`src/hw/rtl/lpmd_pkg.sv`:
```
// ----------------------------------------------------------------------------
// lpmd_pkg
// Shared widths and parameter defaults for the length prefixed message
// deframer.
// ----------------------------------------------------------------------------
`default_nettype none

package lpmd_pkg;

  localparam int unsigned BYTE_W = 8;
  localparam int unsigned TYPE_W = 8;
  localparam int unsigned LEN_W  = 16;

  localparam int unsigned TYPE_BYTES_DEF = 1;
  localparam int unsigned LEN_BYTES_DEF  = 2;

endpackage

`default_nettype wire

```
`src/hw/rtl/lpmd_if.sv`:
```
// ----------------------------------------------------------------------------
// lpmd channel interfaces
// Valid/ready channels of the deframer: byte input, message output and the
// configuration write channel.
// ----------------------------------------------------------------------------
`default_nettype none

interface lpmd_byte_if;
  import lpmd_pkg::*;

  logic              valid;
  logic              ready;
  logic [BYTE_W-1:0] data_byte;

  modport source (output valid, output data_byte, input ready);
  modport sink   (input valid, input data_byte, output ready);
endinterface

interface lpmd_msg_if;
  import lpmd_pkg::*;

  logic              valid;
  logic              ready;
  logic [BYTE_W-1:0] out_byte;
  logic              in_header;
  logic [TYPE_W-1:0] msg_type;
  logic [LEN_W-1:0]  content_length;
  logic              last;

  modport source (output valid, output out_byte, output in_header, output msg_type,
                  output content_length, output last, input ready);
  modport sink   (input valid, input out_byte, input in_header, input msg_type,
                  input content_length, input last, output ready);
endinterface

interface lpmd_cfg_if;
  logic valid;
  logic ready;
  logic length_big_endian;

  modport source (output valid, output length_big_endian, input ready);
  modport sink   (input valid, input length_big_endian, output ready);
endinterface

`default_nettype wire

```
`src/hw/rtl/length_prefixed_message_deframer.sv`:
```
// ----------------------------------------------------------------------------
// length_prefixed_message_deframer
// Splits a byte stream into type/length prefixed messages and tags every
// byte with header flag, type, length and end-of-message flag.
// ----------------------------------------------------------------------------
//
//   port     dir   transaction
//   -------  ----  ---------------------------------------------------------
//   byte_i   in    one stream byte (data_byte)
//   msg_o    out   one tagged byte (out_byte, in_header, msg_type,
//                  content_length, last)
//   cfg_i    in    length_big_endian register write
//
// One byte per cycle unless msg_o stalls: a byte is taken in the cycle after the previous one.
// An accepted byte reaches msg_o through the output register.
// byte_i.ready drops only while msg_o holds a result and msg_o.ready is low.
// Reset clears the header position, accumulators, remaining count and the
// byte order register (little endian).
// ----------------------------------------------------------------------------
`default_nettype none

module length_prefixed_message_deframer #(
  parameter int unsigned TYPE_BYTES = lpmd_pkg::TYPE_BYTES_DEF,
  parameter int unsigned LEN_BYTES  = lpmd_pkg::LEN_BYTES_DEF
) (
  input  wire logic  clk_i,
  input  wire logic  rst_ni,
  lpmd_byte_if.sink  byte_i,
  lpmd_msg_if.source msg_o,
  lpmd_cfg_if.sink   cfg_i
);
  import lpmd_pkg::*;

  localparam int unsigned HdrBytes = TYPE_BYTES + LEN_BYTES;
  localparam int unsigned IdxW     = $clog2(HdrBytes);

  logic             big_endian_q;
  logic [IdxW-1:0]  hdr_idx_q, hdr_idx_d;
  logic [TYPE_W-1:0] type_q, type_d;
  logic [LEN_W-1:0] len_q, len_d;
  logic [LEN_W-1:0] rem_q, rem_d;

  logic              out_valid_q;
  logic [BYTE_W-1:0] out_byte_q;
  logic              out_hdr_q;
  logic [TYPE_W-1:0] out_type_q;
  logic [LEN_W-1:0]  out_len_q;
  logic              out_last_q;

  logic              accept;
  logic              hdr;
  logic              last;
  logic [TYPE_W-1:0] type_base;
  logic [LEN_W-1:0]  len_base;
  logic [IdxW-1:0]   len_pos;
  logic [BYTE_W-1:0] b;

  assign byte_i.ready = !out_valid_q || msg_o.ready;
  assign accept       = byte_i.valid && byte_i.ready;
  assign cfg_i.ready  = 1'b1;
  assign b            = byte_i.data_byte;

  always_comb begin
    hdr_idx_d = hdr_idx_q;
    type_d    = type_q;
    len_d     = len_q;
    rem_d     = rem_q;
    hdr       = 1'b0;
    last      = 1'b0;
    type_base = (hdr_idx_q == '0) ? '0 : type_q;
    len_base  = (hdr_idx_q == '0) ? '0 : len_q;
    len_pos   = IdxW'(32'(hdr_idx_q) - TYPE_BYTES);
    if (rem_q != '0) begin
      last  = (rem_q == LEN_W'(1));
      rem_d = rem_q - LEN_W'(1);
    end else begin
      hdr    = 1'b1;
      type_d = type_base;
      len_d  = len_base;
      if (32'(hdr_idx_q) < TYPE_BYTES) begin
        if (big_endian_q) begin
          type_d = b;
        end else if (hdr_idx_q == '0) begin
          type_d = type_base | b;
        end
      end else begin
        if (big_endian_q) begin
          len_d = {len_base[LEN_W-BYTE_W-1:0], b};
        end else if (len_pos == '0) begin
          len_d = len_base | LEN_W'(b);
        end else if (len_pos == IdxW'(1)) begin
          len_d = len_base | {b, {BYTE_W{1'b0}}};
        end
      end
      if (32'(hdr_idx_q) == HdrBytes - 1) begin
        hdr_idx_d = '0;
        rem_d     = len_d;
        last      = (len_d == '0);
      end else begin
        hdr_idx_d = hdr_idx_q + IdxW'(1);
      end
    end
  end

  always_ff @(posedge clk_i or negedge rst_ni) begin
    if (!rst_ni) begin
      big_endian_q <= 1'b0;
      hdr_idx_q    <= '0;
      type_q       <= '0;
      len_q        <= '0;
      rem_q        <= '0;
      out_valid_q  <= 1'b0;
    end else begin
      if (cfg_i.valid) begin
        big_endian_q <= cfg_i.length_big_endian;
      end
      if (accept) begin
        hdr_idx_q   <= hdr_idx_d;
        type_q      <= type_d;
        len_q       <= len_d;
        rem_q       <= rem_d;
        out_valid_q <= 1'b1;
      end else if (msg_o.ready) begin
        out_valid_q <= 1'b0;
      end
    end
  end

  always_ff @(posedge clk_i) begin
    if (accept) begin
      out_byte_q <= b;
      out_hdr_q  <= hdr;
      out_type_q <= type_d;
      out_len_q  <= len_d;
      out_last_q <= last;
    end
  end

  assign msg_o.valid          = out_valid_q;
  assign msg_o.out_byte       = out_byte_q;
  assign msg_o.in_header      = out_hdr_q;
  assign msg_o.msg_type       = out_type_q;
  assign msg_o.content_length = out_len_q;
  assign msg_o.last           = out_last_q;

`ifndef NO_ASSERTIONS
  a_rem_only_at_hdr_start: assert property (@(posedge clk_i) disable iff (!rst_ni)
    rem_q != '0 |-> hdr_idx_q == '0)
    else $error("content pending in the middle of a header");

  a_last_content_byte: assert property (@(posedge clk_i) disable iff (!rst_ni)
    accept && rem_q == LEN_W'(1) |=> msg_o.valid && msg_o.last && !msg_o.in_header)
    else $error("final content byte not flagged last");

  a_hdr_last_zero_len: assert property (@(posedge clk_i) disable iff (!rst_ni)
    msg_o.valid && msg_o.in_header && msg_o.last |-> msg_o.content_length == '0)
    else $error("header byte flagged last with nonzero length");
`endif

endmodule

`default_nettype wire

```
`src/flat_wrapper.sv`:
```
// flat-port wrapper written by rule: the top's interface ports become plain ports
module length_prefixed_message_deframer_flat import lpmd_pkg::*;
#(
  parameter int unsigned TYPE_BYTES = lpmd_pkg::TYPE_BYTES_DEF,
  parameter int unsigned LEN_BYTES  = lpmd_pkg::LEN_BYTES_DEF
)
  (clk_i, rst_ni, byte_i_valid, byte_i_data_byte, byte_i_ready, msg_o_valid, msg_o_out_byte, msg_o_in_header, msg_o_msg_type, msg_o_content_length, msg_o_last, msg_o_ready, cfg_i_valid, cfg_i_length_big_endian, cfg_i_ready);
  lpmd_byte_if byte_i_i ();
  lpmd_msg_if msg_o_i ();
  lpmd_cfg_if cfg_i_i ();
  input  wire logic clk_i;
  input  wire logic rst_ni;
  input wire logic [$bits(byte_i_i.valid)-1:0] byte_i_valid;
  input wire logic [$bits(byte_i_i.data_byte)-1:0] byte_i_data_byte;
  output wire logic [$bits(byte_i_i.ready)-1:0] byte_i_ready;
  output wire logic [$bits(msg_o_i.valid)-1:0] msg_o_valid;
  output wire logic [$bits(msg_o_i.out_byte)-1:0] msg_o_out_byte;
  output wire logic [$bits(msg_o_i.in_header)-1:0] msg_o_in_header;
  output wire logic [$bits(msg_o_i.msg_type)-1:0] msg_o_msg_type;
  output wire logic [$bits(msg_o_i.content_length)-1:0] msg_o_content_length;
  output wire logic [$bits(msg_o_i.last)-1:0] msg_o_last;
  input wire logic [$bits(msg_o_i.ready)-1:0] msg_o_ready;
  input wire logic [$bits(cfg_i_i.valid)-1:0] cfg_i_valid;
  input wire logic [$bits(cfg_i_i.length_big_endian)-1:0] cfg_i_length_big_endian;
  output wire logic [$bits(cfg_i_i.ready)-1:0] cfg_i_ready;
  assign byte_i_i.valid = byte_i_valid;
  assign byte_i_i.data_byte = byte_i_data_byte;
  assign byte_i_ready = byte_i_i.ready;
  assign msg_o_valid = msg_o_i.valid;
  assign msg_o_out_byte = msg_o_i.out_byte;
  assign msg_o_in_header = msg_o_i.in_header;
  assign msg_o_msg_type = msg_o_i.msg_type;
  assign msg_o_content_length = msg_o_i.content_length;
  assign msg_o_last = msg_o_i.last;
  assign msg_o_i.ready = msg_o_ready;
  assign cfg_i_i.valid = cfg_i_valid;
  assign cfg_i_i.length_big_endian = cfg_i_length_big_endian;
  assign cfg_i_ready = cfg_i_i.ready;
  length_prefixed_message_deframer #(.TYPE_BYTES(TYPE_BYTES), .LEN_BYTES(LEN_BYTES)) u_core (.clk_i(clk_i), .rst_ni(rst_ni), .byte_i(byte_i_i), .msg_o(msg_o_i), .cfg_i(cfg_i_i));
endmodule
```
`config.mk`:
```
export PLATFORM = sky130hd
export DESIGN_NAME = length_prefixed_message_deframer_flat
export DESIGN_NICKNAME = d
export VERILOG_FILES = /design/src/hw/rtl/lpmd_pkg.sv /design/src/hw/rtl/lpmd_if.sv /design/src/hw/rtl/length_prefixed_message_deframer.sv /design/src/flat_wrapper.sv
export SDC_FILE = /design/constraint.sdc
export NUM_CORES = 1
export LEC_CHECK = 0
export ABC_AREA = 0
export BUFFER_PORTS_ARGS = -buffer_cell sky130_fd_sc_hd__buf_2
export CAP_MARGIN = 20
export CORE_MARGIN = 2
export CORE_UTILIZATION = 46
export DETAILED_ROUTE_END_ITERATION = 12
export GPL_ROUTABILITY_DRIVEN = 0
export PLACE_DENSITY = 0.66
export SETUP_SLACK_MARGIN = 0.05
export SYNTH_ARGS = -nofsm -noshare
export SYNTH_HDL_FRONTEND = slang
export SYNTH_SLANG_ARGS = --single-unit
export TNS_END_PERCENT = 100
```
`constraint.sdc`:
```
create_clock -name clk_i -period 2 [get_ports clk_i]
set_input_delay 0.3 -clock clk_i [delete_from_list [all_inputs] [get_ports clk_i]]
set_output_delay 0.3 -clock clk_i [all_outputs]
set_load 0.05 [all_outputs]
```
Yosys cells after proc, flatten, opt, wreduce, memory -nomap -nowiden
Index checks and enable logic that the tools add are counted.
Widths: inputs -> output; s select.
{"block": "word_totals", "in_bits": 14, "output_inout_bits": 37, "latch_bits": 0, "romBits": 0, "reg_bits": 78, "elab_cells": 53, "mem_bits_rw": 0, "mem_count": 0}
{"block": "op_classes", "n_shift": 0, "order_cmp": 1, "reduce_logical": 11, "eq_ne": 3, "n_addsub": 3, "multipliers": 0, "n_mux": 20, "n_bitwise": 4, "div": 0}
{"operator": "$mux 16", "n": 9}
{"operator": "$mux 8", "n": 5}
{"operator": "$eq 16x1->1 const B", "n": 1}
{"operator": "$logic_not 16->1", "n": 1}
{"operator": "$or 16x16->16", "n": 1}
{"operator": "$or 16x8->16", "n": 1}
{"operator": "$reduce_bool 16->1", "n": 1}
{"operator": "$sub 16x1->16 const B", "n": 1}
{"operator": "$or 8x8->8", "n": 1}
{"operator": "$mux 1", "n": 5}
{"operator": "$logic_not 2->1", "n": 2}
{"operator": "$reduce_and 2->1", "n": 2}
{"operator": "$reduce_bool 2->1", "n": 2}
{"operator": "$add 2x1->2 const B", "n": 1}
{"operator": "$eq 2x1->1 const B", "n": 1}
{"operator": "$eq 2x2->1 const B", "n": 1}
{"operator": "$lt 2x1->1 const B", "n": 1}
{"operator": "$mux 2", "n": 1}
{"operator": "$sub 2x1->2 const B", "n": 1}
{"operator": "$logic_and 1x1->1", "n": 1}
{"operator": "$logic_not 1->1", "n": 1}
{"operator": "$logic_or 1x1->1", "n": 1}
{"operator": "$not 1->1", "n": 1}

Depth between registers and ports, before layout
{"block": "depth", "word_depth": 11, "mapped_depth": 8, "ltp_nobuf": 7}

Least setup slack after synthesis
No wires, ideal clock.
{"block": "synth_path", "kind": "reg2reg", "from": "register u_core.out_valid_q (netlist: u_core.msg_o.valid)", "to": "register u_core.rem_q[2]", "period_less_slack_ns": 2.372, "stages_incl_launch_ff": 7, "path_buffers": 0, "path_slack_ns": -0.372, "required_ns": 1.917, "t_arrival_ns": 2.289, "setup_time_ns": 0.083, "cell_sequence": "dfrtp_1 nand2b_1 nand2_1 inv_2 nand2_1 a2bb2oi_1 o21ai_0"}
{"block": "synth_between", "elab_chain_cells": 4}
{"item": "start, declared", "line": "length_prefixed_message_deframer.sv:43", "rtl": "logic out_valid_q;"}
{"item": "start signal, assigned", "line": "length_prefixed_message_deframer.sv:112", "rtl": "out_valid_q <= 1'b0;"}
{"item": "start signal, assigned", "line": "length_prefixed_message_deframer.sv:122", "rtl": "out_valid_q <= 1'b1;"}
{"item": "start signal, assigned", "line": "length_prefixed_message_deframer.sv:124", "rtl": "out_valid_q <= 1'b0;"}
{"item": "$logic_not 1->1", "line": "length_prefixed_message_deframer.sv:58", "rtl": "assign byte_i.ready = !out_valid_q || msg_o.ready;"}
{"item": "$logic_or 1x1->1", "line": "length_prefixed_message_deframer.sv:58"}
{"item": "named net byte_i_ready", "line": "flat_wrapper.sv:15", "rtl": "output wire logic [$bits(byte_i_i.ready)-1:0] byte_i_ready;"}
{"item": "$logic_and 1x1->1", "line": "length_prefixed_message_deframer.sv:59", "rtl": "assign accept = byte_i.valid && byte_i.ready;"}
{"item": "named net u_core.accept", "line": "length_prefixed_message_deframer.sv:50", "rtl": "logic accept;"}
{"item": "$reduce_and 2->1 (no source line)"}
{"item": "end signal, assigned", "line": "length_prefixed_message_deframer.sv:121", "rtl": "rem_q <= rem_d;"}
{"item": "end, declared", "line": "length_prefixed_message_deframer.sv:41", "rtl": "logic [LEN_W-1:0] rem_q, rem_d;"}
The timed path passes the listed nets, and every way through them passes these cells.
A chain may end at the register's enable or synchronous reset.

Worst setup path after layout
{"block": "layout_path", "from": "register u_core.hdr_idx_q[0]", "to": "register u_core.out_last_q (netlist: u_core.msg_o.last) (data pin)"}
{"block": "layout_between", "elab_chain_cells": 11, "word_cells_on_any_way": 17, "classes_between": "1 x add/sub; 1 x order compare; 2 x eq/ne; 8 x mux; 2 x bitwise; 3 x reduce/logical"}
{"item": "start, declared", "line": "length_prefixed_message_deframer.sv:38", "rtl": "logic [IdxW-1:0] hdr_idx_q, hdr_idx_d;"}
{"item": "start signal, assigned", "line": "length_prefixed_message_deframer.sv:118", "rtl": "hdr_idx_q <= hdr_idx_d;"}
{"item": "branches (longest 9 deep; another with $sub 2x1->2)"}
{"item": "$mux 1 *", "line": "length_prefixed_message_deframer.sv:95", "rtl": "if (32'(hdr_idx_q) == HdrBytes - 1) begin"}
{"item": "$mux 1 *", "line": "length_prefixed_message_deframer.sv:73", "rtl": "if (rem_q != '0) begin"}
{"item": "named net u_core.last", "line": "length_prefixed_message_deframer.sv:52", "rtl": "logic last;"}
{"item": "end signal, assigned", "line": "length_prefixed_message_deframer.sv:135", "rtl": "out_last_q <= last;"}
{"item": "end, declared", "line": "length_prefixed_message_deframer.sv:48", "rtl": "logic out_last_q;"}
Mark *: on every way through the listed nets, which the timed path passes. The select of a mux whose other input is x is not followed.

==> impl_metrics.ini <==
[run_status]
outcome = finished with violations
violations = setup timing

[placement]
dp_hpwl_mm = 6.98
portBuffers = 49
placedCellCount = 550
placed_cell_area_um2 = 4690

[global_routing]
grt_pass1_wl_mm = 15.4
grt_pass1_vias = 3176
antenna_found_initial = 0
gr-total-overflow = 0
globalRouteTotalUtil = 0.222
grt_max_degree = 30

[die]
die_x_um = 96.1
io_pins = 51
start_util = 0.475
rows = 33
die_area_um2 = 9240
core-area_um2 = 8220
die_h_um = 96.1

[final_layout]
nets = 493
drive_gt1_frac = 0.402
diodes = 0
final_cells = 587
fin_util = 0.645
syn_to_final_growth_pct = 35.7
fin_area_um2 = 5300

[synth]
syn_nets = 376
ys_ff_latch = 78
yosysMostFrequentCell = nand2_1
synth_common_cells = nand2_1, dfrtp_1, edfxtp_1, o21ai_0, a21oi_1
ys.flop_type = dfrtp_1
ys_warn_count = 0
synthDistinctLibCells = 53
synthTopCellsByArea = dfrtp_1, edfxtp_1, mux2_2, nand2_1, o21ai_0
synth_seq_area_share = 0.543
netlist.area_leader.share = 0.282
synth-edff-count = 34
yosys.area.top_type = dfrtp_1
synth_area_um2 = 3900
async_reset_ff_frac = 0.564
synthCells = 360
avgSynthCellArea_um2 = 10.8

[setup_path]
worstPathRequired_ns = 2.20
criticalPathCategory = register to register
critPathLaunchType = register
worstPathArrival_ns = 2.21
endpoint_kind = register
worst-path-max-fanout = 7

[detailed_routing]
drt_pass1_iterations = 4
ant_nets = 0
drcViolationCount = 0
routedWlPerCell_um = 17.8
vias_per_cell = 5.59
dr_total_vias = 3283
finalWirelength_mm = 10.5
drt_iter0_drc = 185

[timing]
timing.final.ws_setup_ns = -0.0130
finClkSkew_ns = 0.0151
fin_crit_sh = 1.01
period_minus_slack_ns = 2.01
max-slew-margin-rel = 0.627
fmax_ghz = 0.497
tightest_slew_ns = 0.560
hold_viol_final = 0
holdWs_ns = 0.177
rsz0062_at_grt = yes
finalSetupViolCount = 1
slew_viol_final = 0

[cts]
cts_buffers = 9
cts_tree = built
clock_path_buffers = 2
clk_pin_slew_ns = 0.09
clock-sinks = 78
htreeDepth = 3
clk_latency_ns = 0.36
clock-root-buffer = clkbuf_8

[power]
power.density_nw_per_um2 = 820
p_seq_frac = 0.460
switching_share = 0.323
pwr-share-comb = 0.248
ir_drop_mv = 0.433
p_leak_nw = 2.25
power_mw = 4.34
p_sw_mw = 1.40
power.internal_mw = 2.94
power_frac_clock = 0.291

[run]
drv_cap = 0

[worst_hold_path]
worstHoldPathType = primary input to register
[cells by family (layout without fill, tap and decap cells)]
| group | after synthesis | count (layout) | share of synthesized area |
|---|---|---|---|
| and+or+nand+nor | 131 | 131 | 0.189 |
| adders and majority gates | 2 | 2 | 0.00641 |
| DFF | 78 | 78 | 0.543 |
| other | 1 | 1 | 0.000960 |
| buffers and inverters | 31 | 153 | 0.0388 |
| muxes | 25 | 25 | 0.0718 |
| AOI/OAI and AO/OA | 92 | 92 | 0.149 |
[power by group through the flow]
stage               Sequential (mW)  Combinational (mW)  Clock, mW
global route                   2.02                1.18       1.35
detailed placement             2.02               0.989          0
CTS                            1.99                1.03       1.28
finish                         2.00                1.08       1.27
global placement               2.02               0.959          0
floorplan                      2.12               0.517          0
[critical path, stage by stage (launching register included)]
cell and delay (ns):
dfrtp_1 0.41, buf_12 0.15, or2_4 0.29, buf_4 0.15, o221ai_2 0.06, nand3_1 0.12
or4_1 0.53, o22ai_1 0.17
[path summary, 6_finish.rpt]
path,from,endpoint,slack (ns),depth (start not counted)
min in group asynchronous,rst_ni,u_core.len_q[7],0.47,2
setup reg to reg,u_core.hdr_idx_q[0],u_core.msg_o.last,-0.01,7
hold reg to reg,u_core.type_q[1],u_core.type_q[1],0.52,1
setup / recovery,u_core.hdr_idx_q[0],u_core.msg_o.last,-0.01,7
hold / removal,cfg_i_length_big_endian,u_core.big_endian_q,0.18,2
max in group asynchronous,rst_ni,u_core.rem_q[5],1.00,3
[layer usage]
layer,GRT usage,part of all wire,routed length [um]
met4,0.0857,0.022,230
met3,0.0423,0.048,506
met1,0.283,0.43,4490
met5,0,0,0
met2,0.372,0.50,5220
[cell type report]
cell class / count / area, um2
Sequential cell: 78 / 2130
Fill cell: 622 / 2920
Clock inverter: 5 / 65.1
Multi-Input combinational cell: 251 / 1810
Timing Repair Buffer: 126 / 977
Clock buffer: 11 / 151
Tap cell: 105 / 131
Inverter: 11 / 43.8
[cells in the final DEF, fill, tap and decap left out, types with 4 or more instances in the layout]
master	count
buf_2	50
nor2_1	9
a21oi_1	17
nand2_1	49
nand3_1	7
nand4_1	4
buf_6	5
o21ai_0	34
o22ai_1	7
nor3_1	9
clkbuf_8	11
o221ai_1	4
mux2_2	11
nor2b_1	12
buf_12	8
buf_4	60
dfrtp_1	41
inv_1	10
mux2_4	8
edfxtp_1	34
mux2_1	5
nand2b_1	12
[what timing repair did]
item | 4_1_cts | 5_1_grt
pin swaps | 2 | 8
hold buffers | 1 | 0
endpoints found under the setup margin | 11 | 41
buffers inserted | 5 | 13
resized for setup | 16 | 27
gates cloned | 0 | 2
hold endpoints to repair | 22 | 0
[stage by stage]
stage          worst slack [ns]  setup TNS [ns]
2_1_floorplan           -0.0235          -0.117
3_3_place_gp            -0.0572         -0.0572
3_5_place_dp            -0.0716         -0.0716
4_1_cts                 0.00806               0
5_1_grt                 -0.0387         -0.0440
6_report                -0.0130         -0.0130
[flip-flops by register name (all words and copies together) (netlist names)]
signal and cells:
u_core.big_endian_q 1, u_core.len_q 16, u_core.msg_o.last 1, u_core.hdr_idx_q 2, u_core.msg_o.msg_type 8, u_core.type_q 8
u_core.msg_o.valid 1, u_core.msg_o.content_length 16, u_core.msg_o.in_header 1, u_core.msg_o.out_byte 8, u_core.rem_q 16
No activity file was read; power rests on OpenSTA's default activity.
